$ cat src/glc_pkg.sv
`timescale 1ns / 1ps

package glc_pkg;

    localparam int NODES      = 16;
    localparam int IDX_W      = $clog2(NODES);
    localparam int CNT_W      = $clog2(NODES + 1);
    localparam int ROW_W      = 16;
    localparam int LBL_W      = 5;
    localparam int NIDX_W     = 4;
    localparam int S_TDATA_W  = 16;
    localparam int M_TDATA_W  = 16;
    localparam logic [LBL_W-1:0] MAX_LABELS_RST = LBL_W'(4);

    typedef logic [NODES:0] t_lmask;

    // microprogram steps, one-hot
    typedef enum logic [8:0] {
        ST_LOAD    = 9'b000000001,
        ST_INIT    = 9'b000000010,
        ST_NODE    = 9'b000000100,
        ST_SCAN    = 9'b000001000,
        ST_PICK    = 9'b000010000,
        ST_FAIL    = 9'b000100000,
        ST_EM_SHOW = 9'b001000000,
        ST_EM_WAIT = 9'b010000000,
        ST_EM_NEXT = 9'b100000000
    } t_step;

    // branch conditions
    typedef enum logic [2:0] {
        C_ALWAYS    = 3'd0,
        C_IN_LAST   = 3'd1,
        C_IDX_DONE  = 3'd2,
        C_SCAN_DONE = 3'd3,
        C_NO_FAIL   = 3'd4,
        C_OUT_TAKEN = 3'd5,
        C_SENT_LAST = 3'd6
    } t_cond;

    // datapath operations of one step
    typedef struct packed {
        logic in_rdy;
        logic init;
        logic node_start;
        logic scan;
        logic pick;
        logic fail;
        logic show;
        logic k_inc;
    } t_ctrl;

    typedef struct packed {
        t_ctrl ops;
        t_cond cond;
        t_step br;
        t_step nxt;
    } t_uword;

    typedef struct packed {
        logic in_last;
        logic idx_done;
        logic scan_done;
        logic fail;
        logic out_taken;
        logic sent_last;
    } t_status;

    function automatic t_uword ucode(input t_step step);
        t_uword w;
        w = '{ops: '0, cond: C_ALWAYS, br: ST_LOAD, nxt: ST_LOAD};
        unique case (step)
            ST_LOAD: begin
                w.ops.in_rdy = 1'b1;
                w.cond = C_IN_LAST;   w.br = ST_INIT;    w.nxt = ST_LOAD;
            end
            ST_INIT: begin
                w.ops.init = 1'b1;
                w.cond = C_ALWAYS;    w.br = ST_NODE;    w.nxt = ST_NODE;
            end
            ST_NODE: begin
                w.ops.node_start = 1'b1;
                w.cond = C_IDX_DONE;  w.br = ST_EM_SHOW; w.nxt = ST_SCAN;
            end
            ST_SCAN: begin
                w.ops.scan = 1'b1;
                w.cond = C_SCAN_DONE; w.br = ST_PICK;    w.nxt = ST_SCAN;
            end
            ST_PICK: begin
                w.ops.pick = 1'b1;
                w.cond = C_NO_FAIL;   w.br = ST_NODE;    w.nxt = ST_FAIL;
            end
            ST_FAIL: begin
                w.ops.fail = 1'b1;
                w.cond = C_ALWAYS;    w.br = ST_EM_WAIT; w.nxt = ST_EM_WAIT;
            end
            ST_EM_SHOW: begin
                w.ops.show = 1'b1;
                w.cond = C_ALWAYS;    w.br = ST_EM_WAIT; w.nxt = ST_EM_WAIT;
            end
            ST_EM_WAIT: begin
                w.cond = C_OUT_TAKEN; w.br = ST_EM_NEXT; w.nxt = ST_EM_WAIT;
            end
            ST_EM_NEXT: begin
                w.ops.k_inc = 1'b1;
                w.cond = C_SENT_LAST; w.br = ST_LOAD;    w.nxt = ST_EM_SHOW;
            end
            default: begin
                w.cond = C_ALWAYS;    w.br = ST_LOAD;    w.nxt = ST_LOAD;
            end
        endcase
        return w;
    endfunction

endpackage

$ cat src/greedy_conflict_labeler.sv
`timescale 1ns / 1ps

// Channel   | Dir | Handshake                       | Payload
// s_axis    | in  | i_s_axis_tvalid/o_s_axis_tready | tdata[15:0] row_mask, tlast last_row
// m_axis    | out | o_m_axis_tvalid/i_m_axis_tready | tdata node_index, node_label;
//           |     |                                 | tuser no_solution, tlast last_result
// cfg       | in  | i_cfg_valid/o_cfg_ready         | i_cfg_data[4:0] max_labels
//
// Loading accepts one row word per cycle. After the row marked last, node i of
// the run passes the sequencer steps start, scan of its i earlier labels
// through the registered-read label store, and pick. Each result word then
// passes the show (or fail), wait and next steps, the wait held by any stall on
// m_axis; a failed run gives one word. Rows are refused while labeling or emitting.
// Reset is synchronous: back to row loading, max_labels to 4, stores untouched.

module greedy_conflict_labeler (
    input  logic                          i_clk,
    input  logic                          i_rst_n,
    input  logic                          i_s_axis_tvalid,
    output logic                          o_s_axis_tready,
    input  logic [glc_pkg::S_TDATA_W-1:0] i_s_axis_tdata,   // [15:0] row_mask
    input  logic                          i_s_axis_tlast,
    output logic                          o_m_axis_tvalid,
    input  logic                          i_m_axis_tready,
    output logic [glc_pkg::M_TDATA_W-1:0] o_m_axis_tdata,   // [3:0] node_index, [8:4] node_label
    output logic                          o_m_axis_tlast,
    output logic [0:0]                    o_m_axis_tuser,   // [0] no_solution
    input  logic                          i_cfg_valid,
    output logic                          o_cfg_ready,
    input  logic [glc_pkg::LBL_W-1:0]     i_cfg_data
);

    glc_pkg::t_ctrl   w_ctrl;
    glc_pkg::t_status w_status;

    // microprogram sequencer: step register, control ROM, branch select
    glc_useq u_useq (
        .i_clk    (i_clk),
        .i_rst_n  (i_rst_n),
        .i_status (w_status),
        .o_ctrl   (w_ctrl)
    );

    // datapath: row and label stores, counters, free-label pick, output word
    glc_dpath u_dpath (
        .i_clk           (i_clk),
        .i_rst_n         (i_rst_n),
        .i_s_axis_tvalid (i_s_axis_tvalid),
        .o_s_axis_tready (o_s_axis_tready),
        .i_s_axis_tdata  (i_s_axis_tdata),
        .i_s_axis_tlast  (i_s_axis_tlast),
        .o_m_axis_tvalid (o_m_axis_tvalid),
        .i_m_axis_tready (i_m_axis_tready),
        .o_m_axis_tdata  (o_m_axis_tdata),
        .o_m_axis_tlast  (o_m_axis_tlast),
        .o_m_axis_tuser  (o_m_axis_tuser),
        .i_cfg_valid     (i_cfg_valid),
        .o_cfg_ready     (o_cfg_ready),
        .i_cfg_data      (i_cfg_data),
        .i_ctrl          (w_ctrl),
        .o_status        (w_status)
    );

endmodule

$ cat src/glc_useq.sv
`timescale 1ns / 1ps

module glc_useq (
    input  logic             i_clk,
    input  logic             i_rst_n,
    input  glc_pkg::t_status i_status,
    output glc_pkg::t_ctrl   o_ctrl
);

    glc_pkg::t_step  r_step;
    glc_pkg::t_step  n_step;
    glc_pkg::t_uword w_word;
    logic            w_take;

    assign w_word = glc_pkg::ucode(r_step);
    assign o_ctrl = w_word.ops;

    always_comb begin
        unique case (w_word.cond)
            glc_pkg::C_ALWAYS:    w_take = 1'b1;
            glc_pkg::C_IN_LAST:   w_take = i_status.in_last;
            glc_pkg::C_IDX_DONE:  w_take = i_status.idx_done;
            glc_pkg::C_SCAN_DONE: w_take = i_status.scan_done;
            glc_pkg::C_NO_FAIL:   w_take = !i_status.fail;
            glc_pkg::C_OUT_TAKEN: w_take = i_status.out_taken;
            glc_pkg::C_SENT_LAST: w_take = i_status.sent_last;
            default:              w_take = 1'b1;
        endcase
        n_step = w_take ? w_word.br : w_word.nxt;
    end

    always_ff @(posedge i_clk) begin
        if (!i_rst_n) begin
            r_step <= glc_pkg::ST_LOAD;
        end else begin
            r_step <= n_step;
        end
    end

    a_step_onehot: assert property (@(posedge i_clk) disable iff (!i_rst_n)
        $onehot(r_step))
        else $error("step register lost one-hot form");

endmodule

$ cat src/glc_dpath.sv
`timescale 1ns / 1ps

module glc_dpath (
    input  logic                              i_clk,
    input  logic                              i_rst_n,
    input  logic                              i_s_axis_tvalid,
    output logic                              o_s_axis_tready,
    input  logic [glc_pkg::S_TDATA_W-1:0]     i_s_axis_tdata,
    input  logic                              i_s_axis_tlast,
    output logic                              o_m_axis_tvalid,
    input  logic                              i_m_axis_tready,
    output logic [glc_pkg::M_TDATA_W-1:0]     o_m_axis_tdata,
    output logic                              o_m_axis_tlast,
    output logic [0:0]                        o_m_axis_tuser,
    input  logic                              i_cfg_valid,
    output logic                              o_cfg_ready,
    input  logic [glc_pkg::LBL_W-1:0]         i_cfg_data,
    input  glc_pkg::t_ctrl                    i_ctrl,
    output glc_pkg::t_status                  o_status
);

    // storage
    logic [glc_pkg::ROW_W-1:0]  r_rows [glc_pkg::NODES];
    logic [glc_pkg::LBL_W-1:0]  r_lbls [glc_pkg::NODES];
    logic [glc_pkg::ROW_W-1:0]  r_row0;
    logic [glc_pkg::ROW_W-1:0]  r_row_q;
    logic [glc_pkg::LBL_W-1:0]  r_lab_q;

    // control registers
    logic [glc_pkg::LBL_W-1:0]  r_max;
    logic [glc_pkg::CNT_W-1:0]  r_loaded;
    logic [glc_pkg::CNT_W-1:0]  r_n;
    logic [glc_pkg::CNT_W-1:0]  r_i;
    logic [glc_pkg::CNT_W-1:0]  r_k;
    logic [glc_pkg::CNT_W-1:0]  n_k;
    logic [glc_pkg::LBL_W-1:0]  r_fresh;
    glc_pkg::t_lmask            r_taken;

    // output register
    logic                       r_m_valid;
    logic [glc_pkg::NIDX_W-1:0] r_m_idx;
    logic [glc_pkg::LBL_W-1:0]  r_m_lbl;
    logic                       r_m_nosol;
    logic                       r_m_last;

    logic                       w_s_acc;
    logic                       w_room;
    logic                       w_scan_done;
    logic                       w_scan_upd;
    logic [glc_pkg::LBL_W-1:0]  w_pick;
    logic                       w_fail;

    assign o_s_axis_tready = i_ctrl.in_rdy;
    assign o_cfg_ready     = 1'b1;
    assign w_s_acc         = i_s_axis_tvalid && i_ctrl.in_rdy;
    assign w_room          = (r_loaded < glc_pkg::CNT_W'(glc_pkg::NODES));
    assign w_scan_done     = (r_k == r_i);
    assign w_scan_upd      = i_ctrl.scan && !w_scan_done;

    // smallest free label below fresh, else fresh; row 0 forces fresh
    always_comb begin
        logic found;
        found  = 1'b0;
        w_pick = r_fresh;
        if (!r_row0[r_i[glc_pkg::IDX_W-1:0]]) begin
            for (int c = 1; c <= glc_pkg::NODES; c++) begin
                if (!found && (glc_pkg::LBL_W'(c) < r_fresh) && !r_taken[c]) begin
                    found  = 1'b1;
                    w_pick = glc_pkg::LBL_W'(c);
                end
            end
        end
    end

    assign w_fail = (w_pick == r_fresh) && (r_fresh > r_max);

    always_comb begin
        n_k = r_k;
        if (i_ctrl.node_start) begin
            n_k = '0;
        end else if (w_scan_upd || i_ctrl.k_inc) begin
            n_k = r_k + glc_pkg::CNT_W'(1);
        end
    end

    assign o_status = '{
        in_last:   w_s_acc && i_s_axis_tlast,
        idx_done:  (r_i == r_n),
        scan_done: w_scan_done,
        fail:      w_fail,
        out_taken: r_m_valid && i_m_axis_tready,
        sent_last: r_m_last
    };

    // row store and label store: one write port, registered read
    always_ff @(posedge i_clk) begin
        if (w_s_acc && w_room) begin
            r_rows[r_loaded[glc_pkg::IDX_W-1:0]] <= i_s_axis_tdata[glc_pkg::ROW_W-1:0];
        end
        if (i_ctrl.node_start) begin
            r_row_q <= r_rows[r_i[glc_pkg::IDX_W-1:0]];
        end
    end

    always_ff @(posedge i_clk) begin
        if (i_ctrl.pick && !w_fail) begin
            r_lbls[r_i[glc_pkg::IDX_W-1:0]] <= w_pick;
        end
        r_lab_q <= r_lbls[n_k[glc_pkg::IDX_W-1:0]];
    end

    always_ff @(posedge i_clk) begin
        if (w_s_acc && (r_loaded == '0)) begin
            r_row0 <= i_s_axis_tdata[glc_pkg::ROW_W-1:0];
        end
        if (i_ctrl.node_start) begin
            r_taken <= '0;
        end else if (w_scan_upd && r_row_q[r_k[glc_pkg::IDX_W-1:0]]) begin
            r_taken <= r_taken | (glc_pkg::t_lmask'(1) << r_lab_q);
        end
        if (i_ctrl.show) begin
            r_m_idx   <= r_k[glc_pkg::NIDX_W-1:0];
            r_m_lbl   <= r_lab_q;
            r_m_nosol <= 1'b0;
            r_m_last  <= (r_k + glc_pkg::CNT_W'(1) == r_n);
        end else if (i_ctrl.fail) begin
            r_m_idx   <= '0;
            r_m_lbl   <= '0;
            r_m_nosol <= 1'b1;
            r_m_last  <= 1'b1;
        end
    end

    always_ff @(posedge i_clk) begin
        if (!i_rst_n) begin
            r_max     <= glc_pkg::MAX_LABELS_RST;
            r_loaded  <= '0;
            r_n       <= '0;
            r_i       <= '0;
            r_k       <= '0;
            r_fresh   <= glc_pkg::LBL_W'(1);
            r_m_valid <= 1'b0;
        end else begin
            r_k <= n_k;
            if (i_cfg_valid) begin
                r_max <= i_cfg_data;
            end
            if (i_ctrl.init) begin
                r_n      <= r_loaded;
                r_loaded <= '0;
                r_i      <= '0;
                r_fresh  <= glc_pkg::LBL_W'(1);
            end else if (w_s_acc && w_room) begin
                r_loaded <= r_loaded + glc_pkg::CNT_W'(1);
            end
            if (i_ctrl.pick && !w_fail) begin
                r_i <= r_i + glc_pkg::CNT_W'(1);
                if (w_pick == r_fresh) begin
                    r_fresh <= r_fresh + glc_pkg::LBL_W'(1);
                end
            end
            if (i_ctrl.show || i_ctrl.fail) begin
                r_m_valid <= 1'b1;
            end else if (r_m_valid && i_m_axis_tready) begin
                r_m_valid <= 1'b0;
            end
        end
    end

    assign o_m_axis_tvalid = r_m_valid;
    assign o_m_axis_tdata  = glc_pkg::M_TDATA_W'({r_m_lbl, r_m_idx});
    assign o_m_axis_tlast  = r_m_last;
    assign o_m_axis_tuser  = r_m_nosol;

    a_no_load_while_out: assert property (@(posedge i_clk) disable iff (!i_rst_n)
        r_m_valid |-> !i_ctrl.in_rdy)
        else $error("row word accepted while a result word waits");

    a_scan_bound: assert property (@(posedge i_clk) disable iff (!i_rst_n)
        i_ctrl.scan |-> (r_k <= r_i))
        else $error("scan index ran past current node");

    a_fresh_nonzero: assert property (@(posedge i_clk) disable iff (!i_rst_n)
        r_fresh != '0)
        else $error("fresh label wrapped to zero");

    a_nosol_last: assert property (@(posedge i_clk) disable iff (!i_rst_n)
        (r_m_valid && r_m_nosol) |-> (r_m_last && r_m_lbl == '0))
        else $error("no-solution word must be the final word with label zero");

endmodule

$ cat config.mk
export PLATFORM = sky130hd
export DESIGN_NAME = greedy_conflict_labeler
export DESIGN_NICKNAME = d
export VERILOG_FILES = /design/src/glc_pkg.sv /design/src/greedy_conflict_labeler.sv /design/src/glc_useq.sv /design/src/glc_dpath.sv
export SDC_FILE = /design/constraint.sdc
export NUM_CORES = 1
export LEC_CHECK = 0
export ABC_AREA = 1
export BUFFER_PORTS_ARGS = -buffer_cell sky130_fd_sc_hd__buf_2
export CAP_MARGIN = 20
export CORE_ASPECT_RATIO = 0.6
export CORE_MARGIN = 3
export CORE_UTILIZATION = 40
export CTS_CLUSTER_SIZE = 30
export DETAILED_ROUTE_END_ITERATION = 6
export HOLD_SLACK_MARGIN = 0.12
export SLEW_MARGIN = 10
export SYNTH_ARGS = -nofsm -noshare
export SYNTH_HDL_FRONTEND = slang
export SYNTH_HIERARCHICAL = 1
export SYNTH_SLANG_ARGS = --single-unit
$ cat constraint.sdc
create_clock -name i_clk -period 8.37 [get_ports i_clk]
set_clock_uncertainty 0.2 [all_clocks]
set_input_delay 0 -clock i_clk [delete_from_list [all_inputs] [get_ports i_clk]]
set_output_delay 0 -clock i_clk [all_outputs]
set_load 0.005 [all_outputs]
==> flow_summary.json, run 1 <==
{
  "outcome": "finished, final reports clean",
  "ys_warn_count": 6,
  "vias": 13600,
  "dieArea_sq_um": 50700,
  "yosys.cell_types.count": 51,
  "port_buffers": 39,
  "path_clk_slew_ps": 70,
  "detail-route-antenna-nets": 0,
  "die_w_um": 289,
  "path_cells": "inv_4 -> buf_4 -> o21ai_0 -> o22ai_1 -> nand2_1 -> nand4_1 -> clkinv_1 -> nand2_1 -> inv_2 -> nand2_1 -> nand2_2 -> nor2_4 -> nor2_4 -> nand3_4 -> nand2_4 -> inv_4 -> nand2_2 -> nor2_1",
  "irDropWorstVdd_mv": 0.161,
  "fin_crit_ps": 5120,
  "fin_nets": 1881,
  "io-pin-count": 48,
  "setup_violations": 0,
  "fin_area_sq_um": 21900,
  "rsz0062_at_grt": "no",
  "drv_slew": 0,
  "gr-total-overflow": 0,
  "synth_top_area_frac": 0.592,
  "detail_route.wl_per_cell_um": 20.0,
  "cts-root-buf": "clkbuf_16",
  "avgSynthCellArea_sq_um": 10.8,
  "worst_setup_path_end_kind": "flip-flop",
  "numCtsBuffers": 42,
  "synthArstFlopShare": 0,
  "synth_cells": 1772,
  "nFillCells": 4252,
  "drc": 0,
  "antenna_found_initial": 0,
  "worst_path_max_delay_cell": "buf_4",
  "slew_headroom": 0.348,
  "numClockSinks": 440,
  "gp_congestion": 0.841,
  "htree_levels": 2,
  "ys_ff_latch": 440,
  "cap_viol_max_count": 0,
  "crit_arrival_ps": 5110,
  "ys.flop_type": "edfxtp_1",
  "leakagePower_uw": 0.00828,
  "post_synth_instance_area_sq_um": 19200,
  "p_per_area_nw_per_um2": 222,
  "row_count": 61,
  "path_class": "reg2reg",
  "clockBufferDepth": 3,
  "worst-slew-pin-transition_ps": 978,
  "cp-start-kind": "flip-flop",
  "synthTopCellsByCount": "edfxtp_1 (378), nor2_1 (254), nand2_1 (215), o21ai_0 (184), inv_1 (149)",
  "first_pass_iters": 5,
  "seq_area_frac_synth": 0.657,
  "placedInstanceArea_sq_um": 20000,
  "drt_wl_total_um": 49900,
  "grt.total_usage": 0.196,
  "clock_latency_ps": 570,
  "fp.dieH_um": 176,
  "r2r_slack_ps": 3250,
  "yosysTopAreaCell": "edfxtp_1",
  "grt_max_degree": 82,
  "max_freq_ghz": 0.195,
  "hp-class": "in2reg",
  "crit_path_frequent_cell": "nand2_1",
  "start_util": 0.410,
  "post_cts_resize_count": 0,
  "num_antenna_cells": 0,
  "fin_tns_setup_ps": 0,
  "synth.area.top_cells": "edfxtp_1 (59%), dfxtp_1 (6.5%), nor2_1 (5.0%)",
  "dp_hpwl_um": 30800,
  "grt_pass1_vias": 12600,
  "grt_pass1_wl_um": 76400,
  "yosys.cell_count.top_type": "edfxtp_1",
  "synthToLayoutAreaGrowth_pct": 14.0,
  "cp.required_ps": 8370,
  "vias_per_cell": 5.43,
  "cts_tree": "built",
  "period_share": 0.611,
  "hold_violations": 0,
  "worst-path-max-fanout": 75,
  "max_stage_delay_ps": 700,
  "core_sq_um": 46800,
  "dr.first_iter.drc_count": 1603,
  "layout-drive-gt1-share": 0.128,
  "synth_edf_count": 378
}
[timing repair]
| item | CTS | global route |
|---|---|---|
| endpoints found under the hold margin | 319 | 0 |
| hold buffers | 44 | 0 |
| setup buffers | 0 | 0 |
[path summary, 6_finish.rpt]
path,from,to,depth (start not counted)
setup / recovery,u_dpath/r_i[0]$_SDFFE_PN0P_,u_dpath/r_lbls[6][2]$_DFFE_PP_,18
hold / removal,i_s_axis_tdata[4],u_dpath/r_rows[10][4]$_DFFE_PP_,2
setup reg to reg,u_dpath/r_i[0]$_SDFFE_PN0P_,u_dpath/r_lbls[6][2]$_DFFE_PP_,18
hold reg to reg,u_dpath/r_taken[12]$_SDFFE_PP0P_,u_dpath/r_taken[12]$_SDFFE_PP0P_,2
[state kept, by name, indices dropped and copies added (netlist names), 4 cells and up]
| name | flops |
|---|---|
| u_dpath/r_fresh | 5 |
| u_dpath/r_i | 5 |
| u_dpath/r_k | 5 |
| u_dpath/r_lab_q | 5 |
| u_dpath/r_lbls | 80 |
| u_dpath/r_loaded | 5 |
| u_dpath/r_m_idx | 4 |
| u_dpath/r_m_lbl | 5 |
| u_dpath/r_max | 5 |
| u_dpath/r_n | 5 |
| u_dpath/r_row0 | 16 |
| u_dpath/r_row_q | 16 |
| u_dpath/r_rows | 256 |
| u_dpath/r_taken | 16 |
| u_useq/r_step | 9 |
[where the power goes]
part           leakage (uW)  switching (uW)  total, uW  internal [uW]
Sequential          0.00394            42.8       2540           2490
Clock              0.000664             824       1900           1080
Combinational       0.00367             295        419            124
[worst max-delay path: cells and delay by family, from the launching register on]
family,cells,cell delay [ps]
flip-flops,1,550
AND/OR/NAND/NOR,11,1780
buffers and inverters,5,1810
AO/OA/AOI/OAI,2,340
[layer usage]
metal	wire length (um)	part of all wire	global-route usage	vias to the layer above
met5	0	0	0	-
met4	954	0.019	0.0422	0
met3	4640	0.093	0.0399	80
met2	20000	0.40	0.271	577
met1	24300	0.49	0.316	6574
li1	-	-	-	6335
[cell families after synthesis]
kind of cell	synth area share
adders and majority gates	0.00979
DFF	0.657
xor gates and xnor gates	0.00548
buffers and inverters	0.0575
other	0.000392
AOI/OAI and AO/OA	0.109
and+or+nand+nor	0.161
[layout make-up]
cell class                      instances  area [sq um]  area share
Clock inverter                         22           262      0.0120
Tap cell                              630           788      0.0361
Clock buffer                           52          1110      0.0507
Sequential cell                       440         12600       0.576
Inverter                              167           643      0.0294
Timing Repair Buffer                  114           888      0.0407
Multi-Input combinational cell       1074          5570       0.255
[placed cells by master (no fill, tap or decap), types with 44 or more instances in the layout]
| master | instances |
|---|---|
| inv_1 | 147 |
| a21oi_1 | 63 |
| nand2_1 | 215 |
| dlygate4sd3_1 | 44 |
| o22ai_1 | 70 |
| edfxtp_1 | 378 |
| dfxtp_1 | 60 |
| nor2_1 | 235 |
| nand3_1 | 90 |
| o21ai_0 | 180 |
[per-stage QoR]
stage / hold WS [ps] / setup WS [ps] / total power [uW] / util / cells
floorplan: -101 / 4940 / 2830 / - / 1778
global placement: 26.1 / 3400 / 2970 / 0.428 / 2380
detailed placement: 26.0 / 3290 / 2980 / 0.428 / 2381
CTS: 158 / 3250 / 4890 / 0.467 / 2499
global route: 199 / 2820 / 5040 / 0.467 / 2499
finish: 181 / 3250 / 4860 / 0.467 / 2499
(Power assumes the default switching activity.)
==> run 2, diff against run 1 <==
==> constraint.sdc (replaced) <==
create_clock -name i_clk -period 5.1 [get_ports i_clk]
set_clock_uncertainty 0.2 [all_clocks]
set_input_delay 0 -clock i_clk [delete_from_list [all_inputs] [get_ports i_clk]]
set_output_delay 0 -clock i_clk [all_outputs]
set_load 0.005 [all_outputs]
==> run 2 against run 1 <==
Setup slack got worse by 2700 ps. First-iteration DRC count rose by 4.9%. Final area fell by 0.45%. Clock power rose by 53%. Flip-flop and latch count did not move. Largest power group unchanged. Largest cell class unchanged. Sequential share of layout area rose by 0.26 points.
==> flow_summary.json, run 2 (synthesis results as in run 1) <==
{
  "gr-total-overflow": 0,
  "cts-root-buf": "clkbuf_16",
  "numCtsBuffers": 42,
  "switching_share": 0.242,
  "slew_headroom": 0.314,
  "outcome": "finished, final reports clean",
  "path_clk_slew_ps": 60,
  "grt_max_degree": 82,
  "detail-route-antenna-nets": 0,
  "cp.required_ps": 5090,
  "detail_route.wl_per_cell_um": 20.4,
  "die_w_um": 289,
  "start_util": 0.410,
  "drv_slew": 0,
  "max_stage_delay_ps": 670,
  "startpoint": "u_dpath/r_i[1]$_SDFFE_PN0P_",
  "fin_tns_setup_ps": 0,
  "cp-start-kind": "flip-flop",
  "dieArea_sq_um": 50700,
  "dr.first_iter.drc_count": 1681,
  "p_per_area_nw_per_um2": 357,
  "clock_latency_ps": 560,
  "setup_violations": 0,
  "crit_path_frequent_cell": "nand2_1",
  "grt_pass1_wl_um": 77200,
  "cts_setup_buffers": 0,
  "gp_congestion": 0.910,
  "period_share": 0.892,
  "clockBufferDepth": 3,
  "cap_viol_max_count": 0,
  "htree_levels": 2,
  "p_clk_frac": 0.375,
  "synthToLayoutAreaGrowth_pct": 13.5,
  "p_switching_uw": 1880,
  "drc": 0,
  "post_cts_resize_count": 0,
  "dp_hpwl_um": 32200,
  "intPower_uw": 5890,
  "numClockSinks": 440,
  "antenna_found_initial": 0,
  "max_freq_ghz": 0.220,
  "layout_common_cells": "edfxtp_1 (378), nor2_1 (235), nand2_1 (215)",
  "final_common_cell": "edfxtp_1",
  "num_antenna_cells": 0,
  "r2r_slack_ps": 550,
  "whs_endpoint": "u_dpath/r_rows[13][0]$_DFFE_PP_",
  "min_from": "i_s_axis_tdata[0]",
  "vias": 13500,
  "crit_arrival_ps": 4540,
  "largest_reg_flops": 256,
  "worst_path_max_delay_cell": "buf_4",
  "grt.total_usage": 0.200,
  "worst_setup_path_end_kind": "flip-flop",
  "io-pin-count": 48,
  "vias_per_cell": 5.40,
  "layout-drive-gt1-share": 0.123,
  "min_path_cells": 2,
  "worst-path-max-fanout": 72,
  "cts_tree": "built",
  "worst-slew-pin-transition_ps": 1030,
  "fin_crit_ps": 4550,
  "leakagePower_uw": 0.00823,
  "first_pass_iters": 5,
  "p_total_uw": 7760,
  "port_buffers": 39,
  "hold_violations": 0,
  "r2r-start": "u_dpath/r_i[1]$_SDFFE_PN0P_",
  "core_sq_um": 46800,
  "fp.dieH_um": 176,
  "irDropWorstVdd_mv": 0.293,
  "grt_pass1_vias": 12300,
  "r2r-end": "u_dpath/r_lbls[2][0]$_DFFE_PP_",
  "ff2ff_path_depth": 17,
  "path_class": "reg2reg",
  "hp-class": "in2reg",
  "fin_nets": 1884,
  "share_comb_of_total_power": 0.089,
  "p_seq_frac": 0.536,
  "path_cells": "buf_4 -> o21ai_0 -> o22ai_1 -> nand2_1 -> nand4_1 -> clkinv_1 -> nand2_1 -> inv_2 -> nand2_1 -> nand2_2 -> nor2_4 -> nor2_4 -> nand3_4 -> nand2_4 -> inv_4 -> nand2_2 -> nor2_1",
  "drt_wl_total_um": 51000,
  "rsz0062_at_grt": "no",
  "row_count": 61
}
[run 2: changes by cell type in the layout (fill, tap and decap cells not counted), moves of 2 or more]
cell        change
clkbuf_1       +11
clkinv_2        -6
clkinv_1        +5
bufinv_16       -4
buf_4           +3
clkinvlp_4      -2
[run 2: worst max path at each step]
stage / cells after the start / end / slack, ps
finish: 17 / u_dpath/r_lbls[2][0]$_DFFE_PP_ / 550
detailed placement: 17 / u_dpath/r_lbls[2][4]$_DFFE_PP_ / 650
floorplan: 25 / u_dpath/r_lbls[0][0]$_DFFE_PP_ / 1670
global route: 24 / u_dpath/r_lbls[2][2]$_DFFE_PP_ / 220
global placement: 15 / u_dpath/r_lbls[3][0]$_DFFE_PP_ / 800
CTS: 17 / u_dpath/r_lbls[2][2]$_DFFE_PP_ / 640
[run 2: final cells by class]
cell class,count,area [sq um]
Timing Repair Buffer,117,911
Multi-Input combinational cell,1074,5580
Inverter,167,643
Sequential cell,440,12600
Clock inverter,12,72.6
Fill cell,4286,25000
Tap cell,630,788
Clock buffer,64,1170
[run 2: through the flow]
step	instances	hold WS (ps)	setup slack [ps]	area, sq um	util
2_1_floorplan	1778	-101	1670	19200	-
3_5_place_dp	2383	25.4	648	20000	0.428
4_1_cts	2503	175	637	21700	0.464
6_report	2504	190	551	21800	0.465
3_3_place_gp	2383	24.0	800	20000	0.428
5_1_grt	2504	205	222	21800	0.465
[run 2: power by group through the flow]
stage	logic (uW)	clock network (uW)	registers (uW)
floorplan	428	0	4220
global placement	645	0	4230
detailed placement	650	0	4240
CTS	684	2980	4160
global route	760	3120	4170
finish	689	2910	4160
[run 2: layer usage]
layer	GRT usage	share of wire
met1	0.333	0.49
met2	0.261	0.39
met3	0.0455	0.098
met4	0.0365	0.016
met5	0	0
[run 2: worst max-delay path: cells and delay by family, from the launching register on]
kind | cells | cell delay, ps
AND/OR/NAND/NOR | 11 | 1840
buffers and inverters | 4 | 1170
AO/OA/AOI/OAI | 2 | 580
flip-flops | 1 | 330
[run 2: timing repair]
item,4_1_cts,5_1_grt
hold buffers,44,0
endpoints found under the setup margin,0,0
endpoints found under the hold margin,325,0
==> run 3, diff against run 2 <==
--- a/config.mk
+++ b/config.mk
@@ -10,10 +10,11 @@
 export CAP_MARGIN = 20
 export CORE_ASPECT_RATIO = 0.6
 export CORE_MARGIN = 3
-export CORE_UTILIZATION = 40
+export CORE_UTILIZATION = 62
 export CTS_CLUSTER_SIZE = 30
 export DETAILED_ROUTE_END_ITERATION = 6
 export HOLD_SLACK_MARGIN = 0.12
+export PLACE_DENSITY_LB_ADDON = 0.08
 export SLEW_MARGIN = 10
 export SYNTH_ARGS = -nofsm -noshare
 export SYNTH_HDL_FRONTEND = slang
==> run 3 against run 2 <==
Worst hold slack improved by 7.7 ps. Largest cell class unchanged. Wire length fell by 3.3%. Via count rose by 2.5%. Critical endpoint is now u_dpath/r_lbls[4][1]$_DFFE_PP_.
==> flow_summary.json, run 3 (synthesis results as in run 1) <==
{
  "outcome": "finished, final reports clean",
  "top_layer": "met4",
  "drv_slew": 0,
  "vias": 13900,
  "worst_setup_path_end_kind": "flip-flop",
  "hold_violations": 0,
  "path_class": "reg2reg",
  "row_count": 49,
  "fp.dieH_um": 142,
  "grt_pass1_wl_um": 74600,
  "placedInstanceArea_sq_um": 19800,
  "leakagePower_uw": 0.00826,
  "dieArea_sq_um": 33100,
  "cts_tree": "built",
  "wl_met1_um": 22600,
  "worst_path_max_delay_cell": "dfxtp_1",
  "setup_violations": 0,
  "regArea_sq_um": 12600,
  "htree_levels": 2,
  "period_share": 0.874,
  "cap_viol_max_count": 0,
  "fin_crit_ps": 4460,
  "numCtsBuffers": 40,
  "fin_nets": 1884,
  "fin_area_sq_um": 21500,
  "worst-path-max-fanout": 17,
  "final_common_cell": "edfxtp_1",
  "port_buffers": 39,
  "grt_max_degree": 86,
  "dp_hpwl_um": 30200,
  "core_sq_um": 30200,
  "clock_latency_ps": 550,
  "fin_ws_ps": 643,
  "detail_route.wl_per_cell_um": 21.7,
  "utilization": 0.711,
  "start_util": 0.634,
  "cts_hold_buf": 44,
  "dr.first_iter.drc_count": 1874,
  "rsz0062_at_grt": "no",
  "layout-drive-gt1-share": 0.124,
  "max_stage_delay_ps": 580,
  "hp-class": "in2reg",
  "antenna_found_initial": 0,
  "wl_met3_um": 5900,
  "gr-total-overflow": 0,
  "numClockSinks": 440,
  "cp-start-kind": "flip-flop",
  "critPathBufInv": 3,
  "p_per_area_nw_per_um2": 359,
  "grt_pass1_vias": 12700,
  "worst-slew-pin-transition_ps": 999,
  "slew_headroom": 0.334,
  "path_clk_slew_ps": 60,
  "layout_common_cells": "edfxtp_1 (378), nor2_1 (237), nand2_1 (215)",
  "gp_congestion": 0.913,
  "cts_setup_buffers": 0,
  "synthToLayoutAreaGrowth_pct": 12.1,
  "multiInputGateArea_sq_um": 5570,
  "detail-route-antenna-nets": 0,
  "place_ws_ps": 721,
  "io-pin-count": 48,
  "cts-root-buf": "clkbuf_16",
  "crit_arrival_ps": 4460,
  "critPathTopFamily": "simple AND/OR/NAND/NOR gates",
  "fin_tns_setup_ps": 0,
  "drc": 0,
  "first_pass_iters": 5,
  "post_cts_resize_count": 0,
  "wl_met2_um": 20100,
  "num_antenna_cells": 0,
  "cp.required_ps": 5100,
  "max_freq_ghz": 0.224,
  "nFillCells": 2207,
  "die_w_um": 233,
  "largest_reg_flops": 256,
  "drt_wl_total_um": 49300,
  "grt.total_usage": 0.299,
  "vias_per_cell": 6.08,
  "clockBufferDepth": 3,
  "path_cells": "clkinv_2 -> nor2_1 -> nand2_1 -> nor2_1 -> nand2_1 -> nand3_1 -> nor2_1 -> nor2_2 -> nand3_1 -> a21oi_2 -> nand2_2 -> nor2_4 -> nand4_2 -> nand2_1 -> inv_2 -> nand2_1 -> nand2_2 -> nor2_4 -> nor2_4 -> nand3_4 -> nand2_4 -> inv_4 -> nand2_2 -> nor2_1",
  "irDropWorstVdd_mv": 0.275
}
## run 3: cell count changes in the layout (fill, tap and decap cells not counted), moves of 2 or more
cell	change
bufinv_16	+2
buf_12	+2
clkbuf_1	-9
clkbuf_16	-2
nor2_1	+2
clkinv_2	+3
clkinv_1	+2
## run 3: worst register-to-register path: stages, from the launching register on
cell and delay [ps]:
dfxtp_1 580, clkinv_2 240, nor2_1 180, nand2_1 120, nor2_1 150, nand2_1 70, nand3_1 100, nor2_1 90
nor2_2 150, nand3_1 110, a21oi_2 190, nand2_2 90, nor2_4 140, nand4_2 110, nand2_1 90, inv_2 80
nand2_1 70, nand2_2 270, nor2_4 200, nor2_4 70, nand3_4 170, nand2_4 80, inv_4 120, nand2_2 110
nor2_1 380
## run 3: where the power goes
group	switching, uW	internal (uW)	total, uW	leakage [uW]
combinational	476	205	681	0.00371
clock	1290	1600	2880	0.000602
sequential	68.7	4090	4160	0.00394
## run 3: per-layer routing
layer | track usage | up-vias
met5 | 0 | -
met3 | 0.0614 | 85
li1 | - | 6345
met1 | 0.493 | 6649
met4 | 0.0589 | 0
met2 | 0.411 | 772
## run 3: cell type report
cell class / count / area share
flip-flops and latches: 440 / 0.586
multi-input cells: 1074 / 0.259
clock buffers: 52 / 0.0501
repair buffers: 119 / 0.0442
inverters: 167 / 0.0299
well taps: 408 / 0.0237
clock inverters: 19 / 0.00710
## run 3: metrics by stage
step	hold WS, ps	total power (uW)	std cells
2_1_floorplan	-101	4640	1778
3_3_place_gp	12.4	4850	2162
3_5_place_dp	20.6	4870	2162
4_1_cts	178	7760	2277
5_1_grt	207	7990	2279
6_report	197	7730	2279
## run 3: path summary, 6_finish.rpt
| path | startpoint | to | slack, ps | cells after the start |
|---|---|---|---|---|
| worst min-delay path | i_s_axis_tdata[4] | u_dpath/r_rows[6][4]$_DFFE_PP_ | 200 | 2 |
| worst min register to register | u_dpath/r_taken[12]$_SDFFE_PP0P_ | u_dpath/r_taken[12]$_SDFFE_PP0P_ | 280 | 2 |
| worst max register to register | u_dpath/r_fresh[3]$_SDFF_PN0_ | u_dpath/r_lbls[4][1]$_DFFE_PP_ | 640 | 24 |
| worst max-delay path | u_dpath/r_fresh[3]$_SDFF_PN0_ | u_dpath/r_lbls[4][1]$_DFFE_PP_ | 640 | 24 |
